## src/sv/lrc_clip.sv

```systemverilog
// Two-stage cut of a segment to one axis span: multiply, then shift and add.
module lrc_clip #(
  parameter int WI  = 19,
  parameter int SW  = 33,
  parameter int FW  = 5,
  parameter int SBW = 8
) (
  input  logic                 clk_i,
  input  logic                 rst_ni,
  input  logic                 en_i,
  input  logic                 valid_i,
  input  logic signed [WI-1:0] a_lo_i,
  input  logic signed [WI-1:0] b_lo_i,
  input  logic signed [WI-1:0] a_hi_i,
  input  logic signed [WI-1:0] b_hi_i,
  input  logic signed [WI-1:0] e1_i,
  input  logic signed [WI-1:0] e2_i,
  input  logic signed [SW-1:0] slope_i,
  input  logic [FW-1:0]        frac_i,
  input  logic [SBW-1:0]       sb_i,
  output logic                 valid_o,
  output logic signed [WI-1:0] a_lo_o,
  output logic signed [WI-1:0] b_lo_o,
  output logic signed [WI-1:0] a_hi_o,
  output logic signed [WI-1:0] b_hi_o,
  output logic [SBW-1:0]       sb_o
);

  localparam int PW = WI + SW;

  logic signed [WI-1:0] dlo, dhi;
  logic signed [PW-1:0] prod_lo_d, prod_hi_d;
  logic signed [PW-1:0] prod_lo_q, prod_hi_q;
  logic signed [WI-1:0] a_lo_q, b_lo_q, a_hi_q, b_hi_q;
  logic                 do_lo_q, do_hi_q, v1_q;
  logic [SBW-1:0]       sb1_q;
  logic signed [PW-1:0] sh_lo, sh_hi;

  logic                 v2_q;
  logic signed [WI-1:0] a_lo_o_q, b_lo_o_q, a_hi_o_q, b_hi_o_q;
  logic [SBW-1:0]       sb2_q;

  assign dlo       = e1_i - a_lo_i;
  assign dhi       = a_hi_i - e2_i;
  assign prod_lo_d = dlo * slope_i;
  assign prod_hi_d = dhi * slope_i;

  always_ff @(posedge clk_i or negedge rst_ni) begin
    if (!rst_ni) begin
      v1_q <= 1'b0;
      v2_q <= 1'b0;
    end else if (en_i) begin
      v1_q <= valid_i;
      v2_q <= v1_q;
    end
  end

  always_ff @(posedge clk_i) begin
    if (en_i) begin
      prod_lo_q <= prod_lo_d;
      prod_hi_q <= prod_hi_d;
      do_lo_q   <= a_lo_i < e1_i;
      do_hi_q   <= a_hi_i > e2_i;
      a_lo_q    <= a_lo_i;
      b_lo_q    <= b_lo_i;
      a_hi_q    <= a_hi_i;
      b_hi_q    <= b_hi_i;
      sb1_q     <= sb_i;
    end
  end

  assign sh_lo = prod_lo_q >>> frac_i;
  assign sh_hi = prod_hi_q >>> frac_i;

  always_ff @(posedge clk_i) begin
    if (en_i) begin
      a_lo_o_q <= do_lo_q ? e1_i : a_lo_q;
      b_lo_o_q <= do_lo_q ? b_lo_q + WI'(sh_lo) : b_lo_q;
      a_hi_o_q <= do_hi_q ? e2_i : a_hi_q;
      b_hi_o_q <= do_hi_q ? b_hi_q - WI'(sh_hi) : b_hi_q;
      sb2_q    <= sb1_q;
    end
  end

  assign valid_o = v2_q;
  assign a_lo_o  = a_lo_o_q;
  assign b_lo_o  = b_lo_o_q;
  assign a_hi_o  = a_hi_o_q;
  assign b_hi_o  = b_hi_o_q;
  assign sb_o    = sb2_q;

endmodule

```

## config.mk

```make
export PLATFORM = sky130hd
export DESIGN_NAME = lrc_clip
export DESIGN_NICKNAME = d
export VERILOG_FILES = /design/src/sv/lrc_clip.sv
export SDC_FILE = /design/constraint.sdc
export NUM_CORES = 2
export LEC_CHECK = 0
export BUFFER_PORTS_ARGS = -buffer_cell sky130_fd_sc_hd__buf_2
export CAP_MARGIN = 20
export CORE_UTILIZATION = 66
export DETAILED_ROUTE_END_ITERATION = 16
export GPL_ROUTABILITY_DRIVEN = 0
export PLACE_DENSITY = 0.85
export SETUP_SLACK_MARGIN = 0.3
export SLEW_MARGIN = 20
export SYNTH_ARGS = -nofsm -noshare
export SYNTH_HDL_FRONTEND = slang
export SYNTH_SLANG_ARGS = --single-unit
```

## constraint.sdc

```tcl
create_clock -name clk_i -period 9.7 [get_ports clk_i]
set_input_delay 1.94 -clock clk_i [delete_from_list [all_inputs] [get_ports clk_i]]
set_output_delay 1.94 -clock clk_i [all_outputs]
set_load 0.01 [all_outputs]
```

==> out/qor.yml <==
synthesis:
  synth_cell_types: 82
  synth_edf_count: 270
  synth.area.top_cells: "fa_1, edfxtp_1, inv_1, ha_1, nand2_1"
  ys_seq_elements: 272
  synthCells: 6084
  ys_seq_area_frac: 0.140
  yosysWarningCount: 0
  netlist.area_leader.share: 0.409
  synth-async-reset-ratio: 0.00735
  synth.avg_cell_area_um2: 9.58
  ys.flop_type: "edfxtp_1"
  syn-num-nets: 7784
  yosysTopAreaCell: "fa_1"
  synth_area_mm2: 0.0583
run_status:
  violations: "setup timing"
  status: "finished, violations left"
cells_and_area:
  fin_util: 0.763
  final_common_cell: "inv_1"
  fin_nets: 8291
  final_cell_mix: "inv_1, fa_1, nand2_1"
  n_fill_cell: 5219
  final_area_mm2: 0.0665
  area_growth_pct: 14.2
  regArea_mm2: 0.00816
  multi_input_area_mm2: 0.0454
  drive_gt1_frac: 0.181
clock_tree:
  cts_tree: "done"
  htreeDepth: 1
  cts_sinks: 272
  cts.clk_slew.worst_paths_ns: 0.06
  cts_buffers: 30
  worst_skew_pair.late_latency_ns: 0.59
  clock_path_buffers: 3
  ctsRootBufferMaster: "clkbuf_16"
detailed_routing:
  routed_wl_mm: 165
  num_vias: 46889
  dr.pass1.iters: 10
  routed_via_density: 6.03
  dr.first_iter.drc_count: 4497
  drcViolationCount: 0
  post_drt_wl_per_cell_um: 21.3
  ant_nets: 0
worst_setup_path:
  crit_fanout: 19
  worstSetupPathType: "in -> reg"
  crit_path_end_kind: "register"
  cp_slowest_cell: "fa_1"
  arrival_ns: 10.36
  cp_slowest_stage_delay_ns: 0.63
  cpMostUsedCell: "fa_1"
  cp-start-kind: "primary input"
  cp.required_ns: 10.03
global_route:
  grt_max_degree: 163
  antenna_found_initial: 12
  grt_pass1_vias: 49450
  grt_pass1_wl_mm: 250
  gr-total-overflow: 0
  grt_usage: 0.356
die:
  start_util: 0.669
  fp-row-count: 108
  ios: 249
  die_h_um: 299
  die_x_um: 299
  die-area_mm2: 0.0895
  core_area_mm2: 0.0872
sta:
  worstMarginPinSlew_ns: 1.12
  max_freq_mhz: 99.7
  relSlewSlack: 0.255
  post-route-period-util: 1.03
  slew_violations: 0
  hold_violations: 0
  setup_slack_ns: -0.331
  finalCriticalPeriod_ns: 10.03
  setup_viol: 36
  rsz0062_at_grt: "yes"
  fin_skew_ns: 0.0145
placement:
  portBuffers: 248
  placed_area_mm2: 0.0640
  dpl.hpwl_mm: 123
job:
  max_cap_viol_count: 0
worst_hold_path:
  hold_path_class: "reg -> reg"
[cell families after synthesis]
kind of cell	synth area share
and+or+nand+nor	0.137
buffers and inverters	0.102
AOI/OAI and AO/OA	0.0641
DFF	0.140
xor gates and xnor gates	0.0253
muxes	0.0483
adders and majority gates	0.483
[final cells by class]
cell class	instances	share of cell area
flip-flops and latches	272	0.123
well taps	1155	0.0217
multi-input cells	4233	0.683
clock inverters	15	0.00207
repair buffers	800	0.0871
diodes	6	0.000226
clock buffers	36	0.0119
inverters	1254	0.0712
[per-stage QoR]
step	hold slack, ns	instances	setup TNS (ns)	setup slack, ns
floorplan	0.400	6084	-3.41	-0.380
global placement	0.401	7659	-21.58	-0.817
detailed placement	0.405	7659	-33.10	-0.971
CTS	0.420	7736	-0.0894	-0.0521
global route	0.427	7766	-13.76	-0.495
finish	0.423	7771	-6.18	-0.331
[critical path, delay by kind of cell]
family | cells | cell delay, ns
xor+xnor | 2 | 0.58
fa+ha+maj | 9 | 4.08
buf+inv | 8 | 1.16
compound gates | 9 | 2.02
simple gates | 4 | 0.58
[metal layers]
layer	GRT usage	wire (um)	vias to the layer above
met2	0.592	79300	3056
met1	0.428	55100	23258
met5	0	115	-
met3	0.0704	18100	940
met4	0.220	12800	18
li1	-	-	19617
[registers in the layout, summed over array words and instances (netlist names)]
| register | flops |
|---|---|
| b_hi_q | 19 |
| b_hi_o | 19 |
| prod_hi_q | 50 |
| a_lo_q | 19 |
| a_lo_o | 19 |
| b_lo_q | 19 |
| prod_lo_q | 50 |
| sb_o | 8 |
| do_lo_q | 1 |
| v1_q | 1 |
| valid_o | 1 |
| b_lo_o | 19 |
| a_hi_o | 19 |
| sb1_q | 8 |
| do_hi_q | 1 |
| a_hi_q | 19 |
[final timing paths]
check                              startpoint       endpoint  slack (ns)  depth (start not counted)
worst max-delay path                  e2_i[4]  prod_hi_q[43]       -0.33                         32
worst min-delay path                 sb1_q[4]        sb_o[4]        0.42                          0
worst max register to register  prod_hi_q[28]     b_hi_o[18]        4.79                         17
worst min register to register       sb1_q[4]        sb_o[4]        0.42                          0
max in group asynchronous              rst_ni        valid_o        8.47                          1
min in group asynchronous              rst_ni           v1_q        1.12                          1
[cell usage after synthesis, drive strengths merged, types with 26 or more instances]
cell	n
a21oi	169
xnor2	112
edfxtp	270
nor2b	87
clkbuf	285
and2	349
a211oi	40
nor2	201
mux2i	81
xor2	54
nand2	969
buf	40
fa	1190
nand3	26
ha	346
a21o	76
mux4	48
inv	1253
mux2	82
o21ai	124
[what timing repair did]
item | 4_1_cts | 5_1_grt
cloned | 1 | 2
hold buffers | 0 | 0
resized for setup | 106 | 123
buffers inserted | 25 | 27
pin swaps | 55 | 66
endpoints found under the setup margin | 48 | 55
Power is left out: the tool's default activity adds up to more than one toggle a clock period on the data nets, which glitch-free logic cannot reach.
