===== config.mk =====
export PLATFORM = sky130hd
export DESIGN_NAME = lrc_div
export DESIGN_NICKNAME = d
export VERILOG_FILES = /design/src/sv/lrc_div.sv
export SDC_FILE = /design/constraint.sdc
export NUM_CORES = 2
export LEC_CHECK = 0
export ABC_AREA = 1
export BUFFER_PORTS_ARGS = -buffer_cell sky130_fd_sc_hd__buf_4
export CAP_MARGIN = 20
export CELL_PAD_IN_SITES_DETAIL_PLACEMENT = 1
export CELL_PAD_IN_SITES_GLOBAL_PLACEMENT = 1
export CORE_MARGIN = 1.5
export CORE_UTILIZATION = 50
export CTS_BUF_LIST = sky130_fd_sc_hd__clkbuf_2
export CTS_CLUSTER_DIAMETER = 200
export DETAILED_ROUTE_END_ITERATION = 12
export PLACE_DENSITY_LB_ADDON = 0.3
export SYNTH_ARGS = -nofsm -noshare
export SYNTH_HDL_FRONTEND = slang
export SYNTH_SLANG_ARGS = --single-unit

===== constraint.sdc =====
create_clock -name clk_i -period 3 [get_ports clk_i]
set_input_delay 0.15 -clock clk_i [delete_from_list [all_inputs] [get_ports clk_i]]
set_output_delay 0.15 -clock clk_i [all_outputs]
set_load 0.05 [all_outputs]

===== src/sv/lrc_div.sv =====
// Pipelined unsigned restoring divider, one quotient bit per stage.
module lrc_div #(
  parameter int NW = 32,
  parameter int DW = 17
) (
  input  logic          clk_i,
  input  logic          en_i,
  input  logic [NW-1:0] num_i,
  input  logic [DW-1:0] den_i,
  output logic [NW-1:0] quo_o
);

  logic [DW-1:0] rem_q [NW];
  logic [DW-1:0] den_q [NW];
  logic [NW-1:0] num_q [NW];
  logic [NW-1:0] quo_q [NW];

  for (genvar k = 0; k < NW; k++) begin : g_stage
    logic [DW-1:0] rem_p;
    logic [DW-1:0] den_p;
    logic [NW-1:0] num_p;
    logic [NW-1:0] quo_p;
    logic [DW:0]   trial;
    logic          take;

    if (k == 0) begin : g_first
      assign rem_p = '0;
      assign den_p = den_i;
      assign num_p = num_i;
      assign quo_p = '0;
    end else begin : g_next
      assign rem_p = rem_q[k-1];
      assign den_p = den_q[k-1];
      assign num_p = num_q[k-1];
      assign quo_p = quo_q[k-1];
    end

    assign trial = {rem_p, num_p[NW-1]};
    assign take  = trial >= {1'b0, den_p};

    always_ff @(posedge clk_i) begin
      if (en_i) begin
        rem_q[k] <= take ? DW'(trial - {1'b0, den_p}) : trial[DW-1:0];
        den_q[k] <= den_p;
        num_q[k] <= num_p << 1;
        quo_q[k] <= {quo_p[NW-2:0], take};
      end
    end
  end

  assign quo_o = quo_q[NW-1];

endmodule


==> results.py <==
metrics = {
    "grt": {
        "grt_pass1_wl_um": 453000,
        "grt_pass1_vias": 83519,
        "grt_use_total": 0.265,
        "grt.overflow.total": 0,
        "grt_max_degree": 113,
        "grt_antenna_before_repair": 3,
    },
    "sta": {
        "period_share": 1.00,
        "period_needed_ns": 3.01,
        "hold_violations": 0,
        "tns_ns": -0.00810,
        "slew_viol_final": 0,
        "slew_headroom": 0.161,
        "fin_skew_ns": 0.180,
        "fmax_mhz": 332,
        "layout_setup_ws_ns": -0.00810,
        "whs_ns": 0.320,
        "setup_viol": 1,
        "rsz0062_at_grt": "false",
        "worst_pin_slew_ns": 1.26,
    },
    "detailed_routing": {
        "first_pass_iters": 5,
        "wl_met1_um": 122000,
        "ant_nets": 0,
        "wl_met3_um": 12000,
        "finalWirelength_um": 284000,
        "wl_met2_um": 141000,
        "viasPerCell": 5.14,
        "post_drt_wl_per_cell_um": 18.9,
        "drt_iter0_drc": 5027,
        "top_layer": "met4",
        "dr_total_vias": 77211,
        "drc_errors": 0,
    },
    "final_layout": {
        "fin_util": 0.559,
        "drive_gt1_frac": 0.104,
        "area.growth.synth_to_final_pct": 10.8,
        "nets": 12473,
    },
    "floorplan": {
        "die_w_um": 464,
        "core_mm2": 0.210,
        "dieArea_mm2": 0.215,
        "die_h_um": 464,
        "row_count": 168,
        "initial_core_util": 0.505,
        "io_pins": 83,
    },
    "worst_setup_path": {
        "required_ns": 4.71,
        "crit_path_end_kind": "flop",
        "cp_num_buf_inv": 7,
        "crit_path_start_kind": "input pin",
        "path_class": "input pin to flop",
        "cp_cell_sequence": "dlygate4sd3_1 > dlygate4sd3_1 > dlygate4sd3_1 > buf_4 > dlygate4sd3_1 > nor2_2 > nand2_1 > nor2_1 > nand4_1 > dlygate4sd3_1 > nand2_2 > nand2_1 > nand2_1 > dlygate4sd3_1",
        "critPathSlowestCell": "dlygate4sd3_1",
        "crit_path_max_fanout": 4,
        "crit_family": "buffers and inverters",
        "slowest_delay_ns": 0.65,
        "cp.arrival_ns": 4.71,
        "crit_top_cell": "dlygate4sd3_1",
    },
    "placement": {
        "io_buffers": 82,
        "gp_congestion": 0.884,
        "dp_hpwl_um": 203000,
    },
    "logic_synthesis": {
        "synth_top_family_by_area": "simple AND/OR/NAND/NOR gates",
        "synth_mux_area_frac": 0,
        "synth-seq-area-share": 0.588,
        "synthXorXnorAreaFrac": 0.0175,
        "syn_area_per_cell_um2": 9.65,
        "synth_compound_area_frac": 0.0158,
        "postSynthCellCount": 10999,
        "syn_nets": 11609,
        "synth.ff_latch_count": 2078,
        "ys_types": 45,
        "yosys.area_share.simple": 0.230,
        "synth_area_mm2": 0.106,
        "synth_fa_ha_area_frac": 0.0680,
        "yosys_warnings": 0,
    },
    "clock_network": {
        "cts_sinks": 2078,
        "clk_pin_slew_ns": 0.14,
        "clk_latency_ns": 1.91,
        "clock-root-buffer": "clkbuf_2",
        "numCtsBuffers": 564,
        "clockBufferDepth": 4,
        "htreeDepth": 6,
        "cts_tree": "done",
    },
    "run_status": {
        "run_status": "finished, violations left",
        "failed_checks": "negative setup slack",
    },
    "power_and_ir_drop": {
        "power.total_mw": 110,
        "cellPowerDensity_mw_per_mm2": 938,
        "ir_drop_uv": 545,
        "p_leak_nw": 57.3,
    },
    "worst_hold_path": {
        "hold_path.class": "flop to flop",
    },
    "job": {
        "maxCapViolations": 0,
    },
}
-- power breakdown --
part | switching, mW | internal [mW] | total [mW]
Clock | 12.3 | 7.74 | 20.1
Combinational | 31.3 | 15.4 | 46.7
Sequential | 4.07 | 39.5 | 43.5
-- final cells by class --
cell class / instances / area [µm²]
clock inverters: 170 / 1010
diodes: 9 / 22.5
clock buffers: 752 / 3760
fillers: 24334 / 92600
multi-input cells: 6751 / 35100
repair buffers: 405 / 3990
well taps: 2805 / 3510
flip-flops and latches: 2078 / 62400
inverters: 2063 / 7740
-- cell usage after synthesis (all sizes together) --
cell type,n,area [µm²]
ha,529,6620
nand4,55,344
and2,40,250
nand3,881,4420
inv,2063,7740
o31ai,1,7.51
nand3b,20,163
and3,28,175
clkbuf,1,3.75
buf,106,853
edfxtp,2078,62400
xnor2,30,263
or2,37,234
nor2,452,1990
o21ai,14,108
nor3b,2,20.0
o21a,16,120
a21oi,286,1440
xor2,182,1590
nor3,35,180
o21bai,1,7.51
nand2,4080,16000
nor4,32,621
fa,30,601
-- state kept, by name (all words and copies together), names as in the netlist --
| signal | count |
|---|---|
| rem_q | 527 |
| num_q | 496 |
| den_q | 527 |
| quo_q | 528 |
-- final timing paths --
check                from       endpoint  slack [ns]  cells after the start
max              den_i[1]    rem_q[0][0]      -0.008                     14
min reg2reg  quo_q[1][69]  quo_q[1][102]        0.32                      0
max reg2reg  num_q[0][30]   rem_q[0][18]        0.22                     14
min          quo_q[1][69]  quo_q[1][102]        0.32                      0
-- worst reg2reg max path, cell delays in order, from the launching register on --
cell      delay [ns]
edfxtp_1        0.42
inv_1           0.10
ha_1            0.18
inv_1           0.10
fa_1            0.45
nand2_1         0.09
nand2_1         0.10
nand3_1         0.10
nand2_1         0.13
nand2_1         0.18
nand2_2         0.14
nand2_8         0.17
nand2_8         0.14
nand2_1         0.14
nand2_1         0.09
-- cells by family (layout without fill, tap and decap cells) --
family / Yosys count / after routing
and+or+nand+nor: 5662 / 5662
buffers and inverters: 2170 / 3390
DFF: 2078 / 2078
adders and majority gates: 559 / 559
AOI/OAI and AO/OA: 318 / 318
xor gates and xnor gates: 212 / 212
other: 0 / 9
-- cell usage in the layout, fill, tap and decap left out, types with 7 or more instances in the layout --
cell           instances
nand2_1             3945
edfxtp_1            2078
inv_1               2058
nand3_1              879
clkbuf_2             752
ha_1                 529
nor2_1               392
a21oi_1              285
dlygate4sd3_1        200
xor2_1               182
buf_4                170
clkinv_1             109
nand2_2               76
nand2_4               56
nand4_1               55
and2_1                40
nor3_1                33
buf_12                32
nor2_4                30
xnor2_1               30
nor2_2                30
fa_1                  30
and3_1                28
nor4_4                28
or2_1                 27
clkinv_2              24
nand3b_1              19
inv_2                 19
o21a_1                16
bufinv_16             11
o21ai_2               10
diode_2                9
or2_0                  8
clkinvlp_4             7
-- per-stage QoR --
stage / worst slack (ns) / cell area [µm²] / cells
5_1_grt: 0.0195 / 118000 / 15031
4_1_cts: 0.0228 / 118000 / 15024
6_report: -0.00810 / 118000 / 15033
3_5_place_dp: 0.374 / 111000 / 13899
2_1_floorplan: 0.875 / 106000 / 10999
3_3_place_gp: 0.473 / 111000 / 13899
-- per-layer routing --
metal | up-vias | track usage
met3 | 618 | 0.0423
met1 | 37467 | 0.336
met4 | 0 | 0.0924
li1 | 37367 | -
met5 | - | 0
met2 | 1759 | 0.459
-- repair_timing --
action | CTS | global route
setup buffers | 0 | 1
hold buffers | 203 | 0
hold endpoints to repair | 2144 | 0
gates resized for setup | 0 | 9
setup endpoints to repair | 0 | 11
Note: power is estimated with default switching activity, not from simulation.
